--- config.mk ---
export PLATFORM = sky130hd
export DESIGN_NAME = ccpe_ram
export DESIGN_NICKNAME = d
export VERILOG_FILES = /design/src/hw/rtl/ccpe_ram.sv
export SDC_FILE = /design/constraint.sdc
export NUM_CORES = 1
export LEC_CHECK = 0
export BUFFER_PORTS_ARGS = -buffer_cell sky130_fd_sc_hd__buf_4
export CAP_MARGIN = 20
export CORE_ASPECT_RATIO = 1.4
export CORE_MARGIN = 2
export CORE_UTILIZATION = 50
export CTS_BUF_LIST = sky130_fd_sc_hd__clkbuf_4 sky130_fd_sc_hd__clkbuf_8
export CTS_CLUSTER_SIZE = 12
export DETAILED_ROUTE_END_ITERATION = 7
export PLACE_DENSITY = 0.67
export SLEW_MARGIN = 10
export SYNTH_ARGS = -nofsm -noshare
export SYNTH_HDL_FRONTEND = slang
export SYNTH_SLANG_ARGS = --single-unit
--- constraint.sdc ---
create_clock -name clk -period 2.16 [get_ports clk]
set_input_delay 0.108 -clock clk [delete_from_list [all_inputs] [get_ports clk]]
set_output_delay 0.108 -clock clk [all_outputs]
set_load 0.005 [all_outputs]
--- src/hw/rtl/ccpe_ram.sv ---
// generic single write port, single read port ram with registered read
`timescale 1ns / 1ps

module ccpe_ram #(
    parameter int WIDTH  = 8,
    parameter int DEPTH  = 16,
    parameter int ADDR_W = $clog2(DEPTH)
) (
    input  logic              clk,
    input  logic              we,
    input  logic [ADDR_W-1:0] waddr,
    input  logic [WIDTH-1:0]  wdata,
    input  logic              re,
    input  logic [ADDR_W-1:0] raddr,
    output logic [WIDTH-1:0]  rdata
);

    logic [WIDTH-1:0] mem [DEPTH];
    logic [WIDTH-1:0] rdata_reg;

    // write port
    always_ff @(posedge clk)
    begin
        if (we)
        begin
            mem[waddr] <= wdata;
        end
    end

    // registered read port
    always_ff @(posedge clk)
    begin
        if (re)
        begin
            rdata_reg <= mem[raddr];
        end
    end

    assign rdata = rdata_reg;

endmodule

# Yosys cells after proc, flatten, opt, wreduce, memory -nomap -nowiden
# Memory sizes are Yosys's and may differ from the RTL's. A register that Yosys moved wholly into a read port is not among the register bits.
# Index checks and enable logic that the tools add are counted.
dict set report totals {
  reg_bits 0
  wordCells 3
  latchBits 0
  in_bits 19
  out_inout_bits 8
  romBits 0
  n_memories 1
  ram_bits 128
}
# name words word_bits rd rd_clocked_by_memory_dff wr line
set mem_list {}
lappend mem_list {mem 16 8 1 1 1 18} ;# logic [WIDTH-1:0] mem [DEPTH];
dict set report op_classes {
  add_sub_neg 0
  div 0
  shifts 0
  bitwise_logic 0
  reduce_logical 0
  multipliers 0
  n_lt_le_gt_ge 0
  muxes 2
  n_eq_ne 0
}
# operator count
set ops {}
lappend ops {{1-bit 2-to-1 mux} 2}

# Depth between registers and ports, before layout
# Gate-level depths: netlist (run 1).
dict set report logic_depth {
  ltp_word 2
  depth_mapped 5
}

# Worst setup path after synthesis (run 1)
# No wires, ideal clock.
dict set report synth_timing {
  kind {input to register}
  from {input waddr[2]}
  to {memory mem[0][0], enable pin}
  slack_ns 0.559
  path_stages 2
  t_arrival_ns 1.218
  setup_time_ns 0.383
  cell_sequence {or3b_2 nor3_1}
}
# element line
set synth_lines {}
lappend synth_lines {{start, declared} 11} ;# input logic [ADDR_W-1:0] waddr,
lappend synth_lines {{end, declared} 18}
# Straight into the memory's write port.

==> results of run 1 <==
-- worst reg2reg max path: stages (launching register included) --
cell and delay, ns:
edfxtp_1 0.38, mux4_1 0.56, a22oi_1 0.30, nand2_1 0.08
-- cell families (layout without fill, tap and decap cells) --
logic type | count (synthesis) | after routing | share of synthesized area, %
muxes | 32 | 32 | 14.79
buffers and inverters | 10 | 87 | 1.651
DFF | 136 | 136 | 78.12
and+or+nand+nor | 35 | 35 | 3.136
AOI/OAI and AO/OA | 16 | 16 | 2.298
-- layout by cell type, fill, tap and decap left out, types with 2 or more instances in the layout --
| cell | synthesis | final |
|---|---|---|
| nand2_1 | 9 | 9 |
| mux4_1 | 14 | 14 |
| dlygate4sd3_1 | 0 | 9 |
| clkbuf_8 | 0 | 17 |
| a22oi_1 | 16 | 16 |
| clkbuf_4 | 0 | 3 |
| clkinv_4 | 0 | 3 |
| nand2b_1 | 2 | 2 |
| nor3_1 | 4 | 4 |
| nand3b_1 | 2 | 2 |
| nor2_1 | 13 | 13 |
| bufinv_16 | 0 | 4 |
| clkinv_1 | 0 | 2 |
| buf_4 | 1 | 46 |
| mux4_2 | 18 | 18 |
| edfxtp_1 | 136 | 136 |
-- layout make-up --
cell class	instances	share of cell area, %
well taps	138	2.794
flip-flops and latches	136	66.07
multi-input cells	83	17.11
repair buffers	55	7.045
clock inverters	12	2.834
clock buffers	20	4.150
-- metal layers --
metal	vias up	share of wire [%]	global-route usage, %
li1	1105	-	-
met1	1260	39	23.75
met2	91	53	31.31
met3	12	5.4	5.301
met4	0	1.8	7.240
met5	-	0	0
-- through the flow --
step / cell area, um2 / util (%) / total power [W] / hold WS, ns
2_1_floorplan: 5228 / - / 0.003191 / 0.2069
3_3_place_gp: 5659 / 54.97 / 0.003317 / 0.4039
3_5_place_dp: 5659 / 54.97 / 0.003326 / 0.4024
4_1_cts: 6181 / 60.04 / 0.005531 / 0.1553
5_1_grt: 6181 / 60.04 / 0.005674 / 0.1734
6_report: 6181 / 60.04 / 0.005485 / 0.1834
-- power breakdown --
part | internal, W | leakage (nW) | switching, W
sequential | 0.00297 | 1.24 | 0.0000144
combinational | 0.000138 | 0.639 | 0.000153
clock | 0.00129 | 0.217 | 0.000916
total | 0.00440 | 2.09 | 0.00108
-- worst paths after layout --
kind                              from                  end  slack (ns)  cells past startpoint
setup / recovery   mem[2][2]$_DFFE_PP_   rdata[2]$_DFFE_PP_        0.60                      3
hold / removal                waddr[1]  mem[0][5]$_DFFE_PP_        0.18                      3
setup reg to reg   mem[2][2]$_DFFE_PP_   rdata[2]$_DFFE_PP_        0.60                      3
hold reg to reg   mem[14][2]$_DFFE_PP_   rdata[2]$_DFFE_PP_        0.74                      3
-- timing repair --
action,CTS,global route
hold buffers,9,0
endpoints found under the hold margin,133,0
setup endpoints to repair,0,0
==> impl_metrics.ini, run 1 <==
[run_status]
outcome = completed

[place]
placed_cells = 403
dp_hpwl_um = 6410
io_buffer_count = 26
post-place-ws_ns = 0.3089
gp_congestion = 0.7926

[sta]
hold_viol = 0
finalSetupViolations = 0
slew_headroom_pct = 51.95
period_minus_slack_ns = 1.557
drv_slew = 0
setup_tns_ns = 0
rsz0062_at_grt = no
finalWorstSetupSlack_ns = 0.6032
worstMarginPinSlew_ns = 0.7181
timing.final.crit_share_pct = 72.07
timing.fmax_ghz = 0.6423
fin_skew_ns = 0.006737

[final_layout]
seq_area_um2 = 4084
diodes = 0
nets = 312
n_fill_cell = 727
multi_input_area_um2 = 1057
area_delta_synth_final_pct = 18.24
fin_cells = 444
drive_gt1_share_pct = 31.05
largest_reg_flops = 128

[grt]
antenna_found_initial = 0
grt_pass1_wl_um = 15040
grt_pass1_vias = 2604
overflow = 0
grt_usage_pct = 18.83
grt_start_max_net_pins = 33

[route]
via_per_inst = 5.559
post_drt_wl_per_cell_um = 21.73
vias = 2468
drt_iter0_drc = 202
ant_nets = 0
route.detailed.drc = 0
drtPass1Iterations = 5
wl_um = 9650

[floorplan]
die_h_um = 125.0
die_w_um = 90.42
std_cell_rows = 44
core_region_area_um2 = 10290
start_util_pct = 50.78
die-area_um2 = 11300
num_io_pins = 27

[cts]
root_buffer = clkbuf_8
cts.path.max_buffers = 2
clkSlewWorstSetupHoldPaths_ns = 0.08
cts_tree = done
postCtsSetupRepairBufs = 0
cts.repair.resized = 0
cts_buffers = 17
clk_latency_ns = 0.43
h-tree-depth = 4
clkSinkCount = 136

[critical_path]
arrival_ns = 1.74
path_delay_family = multiplexers
endpoint_kind = flip-flop
timing.critical_path.slowest_cell_delay_ns = 0.56
critPathLaunchType = flip-flop
critPathKind = reg -> reg
crit_required_ns = 2.35
cp_cell_sequence = mux4_1 > a22oi_1 > nand2_1
crit_slowest_cell = mux4_1
crit_fanout = 1
cp_num_buf_inv = 0

[synth]
yosysSeqAreaShare_pct = 78.12
synth_area_um2 = 5228
yosys.area.top_type = edfxtp_1
ys_warn_count = 0
avgSynthCellArea_um2 = 22.83
synthesis.nets = 248
yosysMostFrequentCell = edfxtp_1
synth_edf_count = 136
yosys_register_bits = 136
async_flop_share_pct = 0
synth_top_cell_area_share_pct = 78.12
synth.distinct_cells = 18
synth_commonest_cells = edfxtp_1, mux4_2, a22oi_1, mux4_1, nor2_1
synth.area.top_cells = edfxtp_1, mux4_2, mux4_1, a22oi_1, nor2_1
netlist_instances = 229
synthFlopType = edfxtp_1

[power]
peakVddDrop_mv = 0.6891
p_per_area_nw_per_um2 = 887.4
p_leak_nw = 2.092

[flow_run]
maxCapViolCount = 0

[worst_hold_path]
min_path_type = in -> reg
Power figures use the tool's default switching activity.
==> run 2: changes to the inputs <==
==> constraint.sdc (replaced) <==
create_clock -name clk -period 1.6 [get_ports clk]
set_input_delay 0.08 -clock clk [delete_from_list [all_inputs] [get_ports clk]]
set_output_delay 0.08 -clock clk [all_outputs]
set_load 0.005 [all_outputs]
==> impl_metrics.ini, run 2 (synthesis gave the netlist of run 1 again) <==
[route]
vias = 2534
wl_um = 9749
drtPass1Iterations = 6
via_per_inst = 5.557
drt_iter0_drc = 187
post_drt_wl_per_cell_um = 21.38
route.detailed.drc = 0
ant_nets = 0

[grt]
grt_usage_pct = 18.77
grt_start_max_net_pins = 22
grt_pass1_wl_um = 15020
antenna_found_initial = 0
grt_pass1_vias = 2615
overflow = 0

[power]
total_power_w = 0.007594
p_seq_share_pct = 53.1
clock_power_share_pct = 41.3
swShare_pct = 19.94
switchingPower_w = 0.001514
p_leak_nw = 2.172
power_frac_comb_pct = 5.6
p_int_w = 0.006079
peakVddDrop_mv = 0.6338
p_per_area_nw_per_um2 = 1196

[sta]
timing.final.crit_share_pct = 94.10
setup_tns_ns = 0
hold_viol = 0
fin_skew_ns = 0.01292
drv_slew = 0
worstMarginPinSlew_ns = 0.3715
timing.fmax_ghz = 0.6642
period_minus_slack_ns = 1.506
slew_headroom_pct = 75.04
finalSetupViolations = 0
rsz0062_at_grt = no

[cts]
cts_tree = done
h-tree-depth = 4
clkSlewWorstSetupHoldPaths_ns = 0.08
cts.repair.resized = 0
hold_buffers = 9
cts_buffers = 17
postCtsSetupRepairBufs = 0
clkSinkCount = 136
root_buffer = clkbuf_8
clk_latency_ns = 0.43
cts.path.max_buffers = 2

[run_status]
outcome = completed

[final_layout]
final_cell_mix = edfxtp_1, buf_4, mux4_2, clkbuf_8, a22oi_1
largest_reg_flops = 128
final_design_area_no_fill_um2 = 6347
area_delta_synth_final_pct = 21.42
diodes = 0
drive_gt1_share_pct = 33.96
nets = 324
final_common_cell = edfxtp_1
fin_cells = 456
final_util_pct = 61.66

[critical_path]
crit_fanout = 1
crit_slowest_cell = mux4_1
rr_endpoint = rdata[3]$_DFFE_PP_
cp_cell_sequence = mux4_1 > a22oi_1 > nand2_1
reg2regPathDepth = 3
reg2reg_setup_slack_ns = 0.09
crit_required_ns = 1.77
critPathLaunchType = flip-flop
timing.critical_path.slowest_cell_delay_ns = 0.51
arrival_ns = 1.67
timing.rr.start = mem[10][3]$_DFFE_PP_
endpoint_kind = flip-flop
critPathKind = reg -> reg

[worst_hold_path]
min_delay_path_depth = 3
hold_end = mem[0][6]$_DFFE_PP_
holdCritStartpoint = waddr[0]
min_path_type = in -> reg

[floorplan]
die-area_um2 = 11300
num_io_pins = 27
die_w_um = 90.42
core_region_area_um2 = 10290
start_util_pct = 50.78
std_cell_rows = 44
die_h_um = 125.0

[place]
io_buffer_count = 26
dp_hpwl_um = 6582
gp_congestion = 0.7698
placed_cells = 415
place_area_um2 = 5799

[flow_run]
maxCapViolCount = 0
==> run 2: cell types whose count changed in the layout (fill, tap and decap cells not counted), sizes merged <==
cell / before / now
buf: 46 / 58
clkinv: 6 / 4
clkinvlp: 1 / 4
clkbuf: 20 / 17
inv: 1 / 2
bufinv: 4 / 5
==> run 2: power groups by stage <==
stage | clock, W | sequential, W | combinational, W
after floorplan | 0 | 0.00410 | 0.000203
after global placement | 0 | 0.00411 | 0.000405
after detailed placement | 0 | 0.00411 | 0.000414
after CTS | 0.00319 | 0.00403 | 0.000432
after global routing | 0.00334 | 0.00403 | 0.000460
final | 0.00314 | 0.00403 | 0.000426
==> run 2: cell type report <==
class	instances	area, um2
clock inverter	15	224.0
tap	138	172.7
clock buffer	17	234.0
multi-input combinational	83	1057
timing repair buffer	67	575.6
sequential	136	4084
fill	728	3948
==> run 2: metrics by stage <==
step           hold slack (ns)  setup slack [ns]
6_report                0.1628           0.09440
5_1_grt                 0.1586          0.009882
4_1_cts                 0.1307           0.02830
3_5_place_dp            0.3872          -0.06808
3_3_place_gp            0.3813          0.002604
2_1_floorplan           0.1789           0.02713
==> run 2: worst max-delay path by stage <==
stage | from | end | slack (ns) | depth (start not counted)
3_5_place_dp | raddr[0] | rdata[3]$_DFFE_PP_ | -0.07 | 5
3_3_place_gp | raddr[0] | rdata[3]$_DFFE_PP_ | 0.003 | 5
6_report | mem[10][3]$_DFFE_PP_ | rdata[3]$_DFFE_PP_ | 0.09 | 3
5_1_grt | mem[10][3]$_DFFE_PP_ | rdata[3]$_DFFE_PP_ | 0.01 | 3
2_1_floorplan | waddr[2] | mem[0][0]$_DFFE_PP_ | 0.03 | 2
4_1_cts | mem[10][3]$_DFFE_PP_ | rdata[3]$_DFFE_PP_ | 0.03 | 3
==> run 2: layer usage <==
layer	global-route usage [%]	vias up	share of wire (%)
li1	-	1133	-
met1	23.46	1311	42
met2	31.62	75	52
met3	4.699	15	4.2
met4	7.783	0	1.9
met5	0	-	0
==> run 2: worst max-delay path: cells and delay by family (launching register included) <==
kind | cells | cell delay (ns)
AO/OA/AOI/OAI | 1 | 0.28
flip-flops | 1 | 0.36
multiplexers | 1 | 0.51
AND/OR/NAND/NOR | 1 | 0.09
==> run 3: changes to the inputs <==
--- a/config.mk
+++ b/config.mk
@@ -13,6 +13,7 @@
 export CTS_BUF_LIST = sky130_fd_sc_hd__clkbuf_4 sky130_fd_sc_hd__clkbuf_8
 export CTS_CLUSTER_SIZE = 12
 export DETAILED_ROUTE_END_ITERATION = 7
+export MAX_ROUTING_LAYER = met4
 export PLACE_DENSITY = 0.67
 export SLEW_MARGIN = 10
 export SYNTH_ARGS = -nofsm -noshare
==> impl_metrics.ini, run 3 (synthesis gave the netlist of run 1 again) <==
[floorplan]
die_w_um = 90.42
core_region_area_um2 = 10290
num_io_pins = 27
start_util_pct = 50.78
die-area_um2 = 11300
std_cell_rows = 44
die_h_um = 125.0

[final_layout]
largest_reg_flops = 128
final_design_area_no_fill_um2 = 6347
seq_area_um2 = 4084
final_cell_mix = edfxtp_1, buf_4, mux4_2, clkbuf_8, a22oi_1
nets = 324
drive_gt1_share_pct = 33.96
final_util_pct = 61.66
multi_input_area_um2 = 1057
final_common_cell = edfxtp_1
n_fill_cell = 728
fin_cells = 456
area_delta_synth_final_pct = 21.42
diodes = 0

[cts]
clkSlewWorstSetupHoldPaths_ns = 0.08
cts.path.max_buffers = 2
h-tree-depth = 4
clk_latency_ns = 0.43
root_buffer = clkbuf_8
cts_buffers = 17
cts_tree = done
clkSinkCount = 136
postCtsSetupRepairBufs = 0
cts.repair.resized = 0

[critical_path]
critPathLaunchType = flip-flop
reg2reg_setup_slack_ns = 0.09
crit_slowest_cell = mux4_1
reg2regPathDepth = 3
crit_required_ns = 1.78
cp_num_buf_inv = 0
cp_cell_sequence = mux4_1 > a22oi_1 > nand2_1
rr_endpoint = rdata[3]$_DFFE_PP_
critPathKind = reg -> reg
crit_fanout = 1
timing.critical_path.slowest_cell_delay_ns = 0.51
arrival_ns = 1.68
timing.rr.start = mem[10][3]$_DFFE_PP_
endpoint_kind = flip-flop
path_delay_family = multiplexers

[route]
route.detailed.drc = 0
wl_um = 9772
drt_iter0_drc = 206
post_drt_wl_per_cell_um = 21.43
ant_nets = 0
vias = 2504
via_per_inst = 5.491
drtPass1Iterations = 4

[grt]
overflow = 0
top_usage_layer = met2
grt_pass1_vias = 2609
grt_pass1_wl_um = 15010
met1_usage_pct = 23.63
groute.layer.met2.usage_pct = 31.49
antenna_found_initial = 0
grt_start_max_net_pins = 22
use_met3_pct = 4.699
grt_usage_pct = 19.41

[place]
io_buffer_count = 26
place_area_um2 = 5799
post-place-ws_ns = -0.06808
dp_hpwl_um = 6582
gp_congestion = 0.7801
placed_cells = 415

[sta]
hold_viol = 0
fin_skew_ns = 0.01108
setup_tns_ns = 0
worstMarginPinSlew_ns = 0.3897
finalWorstSetupSlack_ns = 0.09299
slew_headroom_pct = 74.02
timing.final.crit_share_pct = 94.19
rsz0062_at_grt = no
finalSetupViolations = 0
timing.fmax_ghz = 0.6636
period_minus_slack_ns = 1.507
drv_slew = 0

[worst_hold_path]
min_path_type = in -> reg
holdCritStartpoint = waddr[0]
hold_end = mem[0][6]$_DFFE_PP_
min_delay_path_depth = 3

[power]
peakVddDrop_mv = 0.6338
p_leak_nw = 2.172
p_per_area_nw_per_um2 = 1197

[run_status]
outcome = completed

[flow_run]
maxCapViolCount = 0
-- run 3: how the worst max path moves through the flow --
stage	start	endpoint	slack [ns]	depth (start not counted)
finish	mem[10][3]$_DFFE_PP_	rdata[3]$_DFFE_PP_	0.09	3
global route	mem[10][3]$_DFFE_PP_	rdata[3]$_DFFE_PP_	0.01	3
CTS	mem[10][3]$_DFFE_PP_	rdata[3]$_DFFE_PP_	0.03	3
detailed placement	raddr[0]	rdata[3]$_DFFE_PP_	-0.07	5
global placement	raddr[0]	rdata[3]$_DFFE_PP_	0.003	5
floorplan	waddr[2]	mem[0][0]$_DFFE_PP_	0.03	2
-- run 3: area by class of cell --
class	count	share of cell area (%)
sequential	136	64.34
multi-input combinational	83	16.66
timing repair buffer	67	9.068
clock buffer	17	3.686
clock inverter	15	3.528
tap	138	2.720
-- run 3: timing repair --
item | CTS | global route
setup endpoints to repair | 0 | 0
hold buffers | 9 | 0
endpoints found under the hold margin | 136 | 0
-- run 3: worst register-to-register path, cell delays in order, from the launching register on --
cell      delay (ns)
edfxtp_1        0.36
mux4_1          0.51
a22oi_1         0.29
nand2_1         0.09
-- run 3: through the flow --
stage | power [W] | hold slack, ns
after floorplan | 0.004307 | 0.1789
after global placement | 0.004512 | 0.3813
after detailed placement | 0.004525 | 0.3872
after CTS | 0.007651 | 0.1307
after global routing | 0.007840 | 0.1570
final | 0.007599 | 0.1555
-- run 3: routing by layer --
metal	up-vias	part of all wire, %	wire [um]
met1	1274	41	4020
met3	14	4.7	456
met5	-	0	0
met4	0	2.0	191
met2	79	52	5103
li1	1137	-	-
-- run 3: where the power goes --
| group | switching, W | internal, W |
|---|---|---|
| Combinational | 0.000214 | 0.000212 |
| Sequential | 0.0000203 | 0.00401 |
| Clock | 0.00129 | 0.00186 |
| Total | 0.00152 | 0.00608 |
